==> src/rtl/adam_pkg.sv <==
// Shared types and constants of the Adam optimizer update engine.
package adam_pkg;

  localparam int IDX_W   = 8;
  localparam int GRAD_W  = 32;
  localparam int DELTA_W = 32;
  localparam int CFG_AW  = 4;
  localparam int CFG_DW  = 32;
  localparam int DEN_W   = 49;
  localparam int DIV_CW  = 7;
  localparam int Q_W     = 64;

  localparam logic CMD_START = 1'b0;

  localparam logic [31:0] ONE_Q31        = 32'h8000_0000;
  localparam logic [15:0] BETA_ONE_RST   = 16'd58982;
  localparam logic [15:0] BETA_TWO_RST   = 16'd65470;
  localparam logic [23:0] LEARN_RATE_RST = 24'd16777;
  localparam logic [31:0] EPSILON_RST    = 32'd43;

  typedef enum logic [1:0] {
    REG_BETA_ONE   = 2'd0,
    REG_BETA_TWO   = 2'd1,
    REG_LEARN_RATE = 2'd2,
    REG_EPSILON    = 2'd3
  } cfg_idx_t;

  typedef struct packed {
    logic              start;
    logic [DEN_W-1:0]  hi;
    logic [Q_W-1:0]    lo;
    logic [DIV_CW-1:0] nbits;
    logic [DEN_W-1:0]  den;
  } div_req_t;

  typedef struct packed {
    logic           done;
    logic [Q_W-1:0] quo;
  } div_rsp_t;

endpackage

==> src/rtl/adam_div.sv <==
// Bit-serial restoring divider shared by the three divisions of an update.
module adam_div (
  input  logic               clk,
  input  logic               rst_n,
  input  adam_pkg::div_req_t req,
  output adam_pkg::div_rsp_t rsp
);
  localparam int DW = adam_pkg::DEN_W;
  localparam int QW = adam_pkg::Q_W;

  logic                        busy_r;
  logic                        done_r;
  logic [adam_pkg::DIV_CW-1:0] cnt_r;
  logic [DW-1:0]               rem_r;
  logic [QW-1:0]               sh_r;
  logic [QW-1:0]               quo_r;
  logic [DW:0]                 trial;
  logic                        fits;

  assign trial = {rem_r, sh_r[QW-1]};
  assign fits  = trial >= {1'b0, req.den};

  always_ff @(posedge clk) begin
    if (!rst_n) begin
      busy_r <= 1'b0;
      done_r <= 1'b0;
      cnt_r  <= '0;
    end else if (req.start) begin
      busy_r <= 1'b1;
      done_r <= 1'b0;
      cnt_r  <= req.nbits;
    end else if (busy_r) begin
      cnt_r <= cnt_r - 1'b1;
      if (cnt_r == adam_pkg::DIV_CW'(1)) begin
        busy_r <= 1'b0;
        done_r <= 1'b1;
      end
    end else begin
      done_r <= 1'b0;
    end
  end

  always_ff @(posedge clk) begin
    if (req.start) begin
      rem_r <= req.hi;
      sh_r  <= req.lo;
      quo_r <= '0;
    end else if (busy_r) begin
      rem_r <= fits ? DW'(trial - {1'b0, req.den}) : trial[DW-1:0];
      sh_r  <= {sh_r[QW-2:0], 1'b0};
      quo_r <= {quo_r[QW-2:0], fits};
    end
  end

  assign rsp.done = done_r;
  assign rsp.quo  = quo_r;
endmodule

==> config.mk <==
export PLATFORM = sky130hd
export DESIGN_NAME = adam_div
export DESIGN_NICKNAME = d
export VERILOG_FILES = /design/src/rtl/adam_pkg.sv /design/src/rtl/adam_div.sv
export SDC_FILE = /design/constraint.sdc
export NUM_CORES = 1
export LEC_CHECK = 0
export BUFFER_PORTS_ARGS = -buffer_cell sky130_fd_sc_hd__buf_4
export CAP_MARGIN = 30
export CORE_MARGIN = 2
export CORE_UTILIZATION = 56
export DETAILED_ROUTE_END_ITERATION = 8
export PLACE_DENSITY = 0.82
export SLEW_MARGIN = 5
export SYNTH_ARGS = -nofsm -noshare
export SYNTH_HDL_FRONTEND = slang
export SYNTH_SLANG_ARGS = --single-unit
==> constraint.sdc <==
create_clock -name clk -period 4.2 [get_ports clk]
set_clock_uncertainty 0.1 [all_clocks]
set_input_delay 0.84 -clock clk [delete_from_list [all_inputs] [get_ports clk]]
set_output_delay 0.84 -clock clk [all_outputs]
set_load 0.005 [all_outputs]
==> flow_summary.yaml <==
sta:
  tightest_slew_ps: 690
  tns_ps: 0
  timing.hold.ws_ps: 406
  slew_headroom_pct: 54.0
  max_freq_ghz: 0.276
  period_minus_slack_ps: 3620
  finalSetupViolations: 0
  slew_viol_final: 0
  grt_setup_unrepaired: "no"
  worst_slack_ps: 583
  hold_violations: 0
  finalCritPeriodShare_pct: 86.1
routing:
  wirelength_um: 27100
  drc: 0
  drt_iter0_markers: 564
  wl_per_cell_um: 17.2
  vias: 8863
  detail-route-antenna-nets: 0
  drt-pass1-iter-count: 5
  vias_per_cell: 5.63
setup_path:
  cp_slowest_stage_delay_ps: 420
  ff2ff_setup_slack_ps: 600
  crit_chain: "buf_4 -> ha_1 -> inv_1 -> fa_1 -> a211oi_1 -> o21ai_0 -> or3b_4 -> nand2_1 -> a221oi_2 -> o31ai_1 -> a21boi_0 -> xor2_1 -> o21ai_0 -> o21a_1"
  path_class: "in -> reg"
  crit_start: "req[0]"
  r2r_end: "rem_r[36]$_DFFE_PP_"
  critPathSlowestCell: "fa_1"
  endpoint_kind: "flop"
  path_max_fanout: 3
  reg2reg_from: "sh_r[63]$_DFFE_PP_"
  critPathCapture: "rem_r[36]$_DFFE_PP_"
  cp.arrival_ps: 3710
  crit_path_frequent_cell: "o21ai_0"
  r2r_cells: 14
  cp-start-kind: "input pin"
  required_ps: 4290
hold_path:
  hold_path_depth: 2
  min_from: "quo_r[63]$_SDFFE_PP0P_"
  hp-class: "reg -> reg"
place:
  place_congestion: 0.878
  dp_cells: 1542
  place_area_mm2: 0.0130
  place_ws_ps: 171
  portBuffers: 236
  dpl.hpwl_um: 19600
grt:
  gr-usage-all-layers_pct: 25.8
  grt_pass1_vias: 8698
  overflow: 0
  antenna_found_initial: 0
  grt_max_degree: 93
  grt_pass1_wl_um: 42400
synthesis:
  yosysWarnings: 0
  ys_seq_area_share_pct: 44.2
  postSynthAreaPerCell_um2: 10.1
  netlist_area_mm2: 0.0110
  async_flop_share_pct: 0
  synth-seq-cells: 186
  yosysUniqueCellTypes: 65
  synth_edf_count: 113
  synthFlopType: "edfxtp_1"
  synthCells: 1090
  synthesis.nets: 1314
clock_tree:
  cts_tree: "done"
  cts_buffers: 17
  cts.sinks: 186
  cts.path.max_buffers: 2
  cts_hold_buf: 0
  post-cts-setup-buffer-count: 0
  clock_latency_ps: 440
  post_cts_resized: 0
  cts.htree.levels: 4
  clkSlewWorstSetupHoldPaths_ps: 70
  cts-root-buf: "clkbuf_16"
cells_and_area:
  layout_common_cells: "buf_4, edfxtp_1, nor2_1, mux2_2, a21oi_1"
  instances_no_fill: 1575
  multiInputGateArea_mm2: 0.00561
  fillers: 1508
  diodes: 0
  design_area_mm2: 0.0137
  nets: 1521
  utilization_pct: 70.6
  mostFrequentLayoutCell: "buf_4"
  regArea_mm2: 0.00486
  drive_gt1_share_pct: 29.8
  area_growth_pct: 24.2
power_and_ir_drop:
  powerDensity_mw_per_mm2: 524
  leakage_nw: 5.95
  power.total_mw: 7.16
  ir_drop_v: 0.000282
floorplanning:
  row_count: 51
  ios: 237
  chipWidth_um: 144
  dieArea_mm2: 0.0208
  core_area_mm2: 0.0193
  die_h_um: 144
  start_util_pct: 56.9
outcome:
  status: "finished clean"
job:
  maxCapViolations: 0
-- power breakdown --
part	leakage (nW)	internal [mW]	total, mW	switching (mW)
clock	0.304	0.836	1.70	0.860
combinational	3.92	1.35	3.04	1.69
sequential	1.73	2.28	2.43	0.144
total	5.95	4.47	7.16	2.69
-- cell families (layout without fill, tap and decap cells) --
family / count (synthesis) / in the layout / synth area share, %
AO/OA/AOI/OAI: 273 / 273 / 16.4
AND/OR/NAND/NOR: 243 / 243 / 9.99
flip-flops: 186 / 186 / 44.2
multiplexers: 149 / 149 / 14.5
buffers and inverters: 137 / 357 / 4.94
adder cells (fa/ha/maj): 52 / 52 / 5.99
XOR/XNOR: 50 / 50 / 3.98
-- cell type report --
type,instances,share of cell area (%)
timing repair buffer,252,14.3
sequential,186,35.6
inverter,73,2.01
clock inverter,14,1.39
clock buffer,18,3.22
multi-input combinational,767,41.0
tap,265,2.43
-- critical path, delay by kind of cell --
family                     cells  cell delay, ps
AOI/OAI and AO/OA              7            1590
xor gates and xnor gates       1             170
adders and majority gates      2             570
buffers and inverters          2             140
and+or+nand+nor                2             390
-- how the worst min path moves through the flow --
stage                              to  slack (ps)
6_report       quo_r[63]$_SDFFE_PP0P_         410
5_1_grt         quo_r[0]$_SDFFE_PP0P_         430
4_1_cts        quo_r[63]$_SDFFE_PP0P_         410
3_5_place_dp   quo_r[63]$_SDFFE_PP0P_         390
3_3_place_gp   quo_r[63]$_SDFFE_PP0P_         380
2_1_floorplan  quo_r[63]$_SDFFE_PP0P_         390
-- flip-flops by register name (all words and copies together) (netlist names) --
| name | count |
|---|---|
| rem_r | 49 |
| sh_r | 64 |
| busy_r | 1 |
| cnt_r | 7 |
| quo_r | 64 |
| done_r | 1 |
-- per-layer routing --
layer	wire (um)	global-route usage, %	vias up
met3	1930	7.68	39
li1	-	-	4340
met1	11400	31.5	4208
met2	13300	44.2	276
met4	504	7.84	0
met5	0	0	-
-- cells in the mapped netlist (all sizes together), types with 2 or more instances --
library cell	instances	area, um^2
a21boi	6	45.0
clkbuf	40	150
and3	8	50.1
nor4	3	18.8
or2	3	18.8
nor2	94	353
a21oi	80	423
buf	24	119
a221oi	3	38.8
edfxtp	113	3390
mux2i	66	661
a21o	27	203
o21bai	15	113
nand4	15	93.8
dfxtp	73	1460
mux2	83	938
nand3	11	55.1
a211oi	13	97.6
nor3	9	50.1
nand2	74	278
or3	3	18.8
ha	51	638
nor2b	5	31.3
o21ai	70	354
xor2	22	193
and2	9	56.3
o211ai	10	90.1
a2111oi	2	42.5
inv	73	274
o21a	21	158
nand2b	2	12.5
a31oi	6	37.5
a221o	3	30.0
o211a	2	20.0
xnor2	28	245
and4	4	35.0
o31ai	3	22.5
Power figures use the tool's default switching activity.
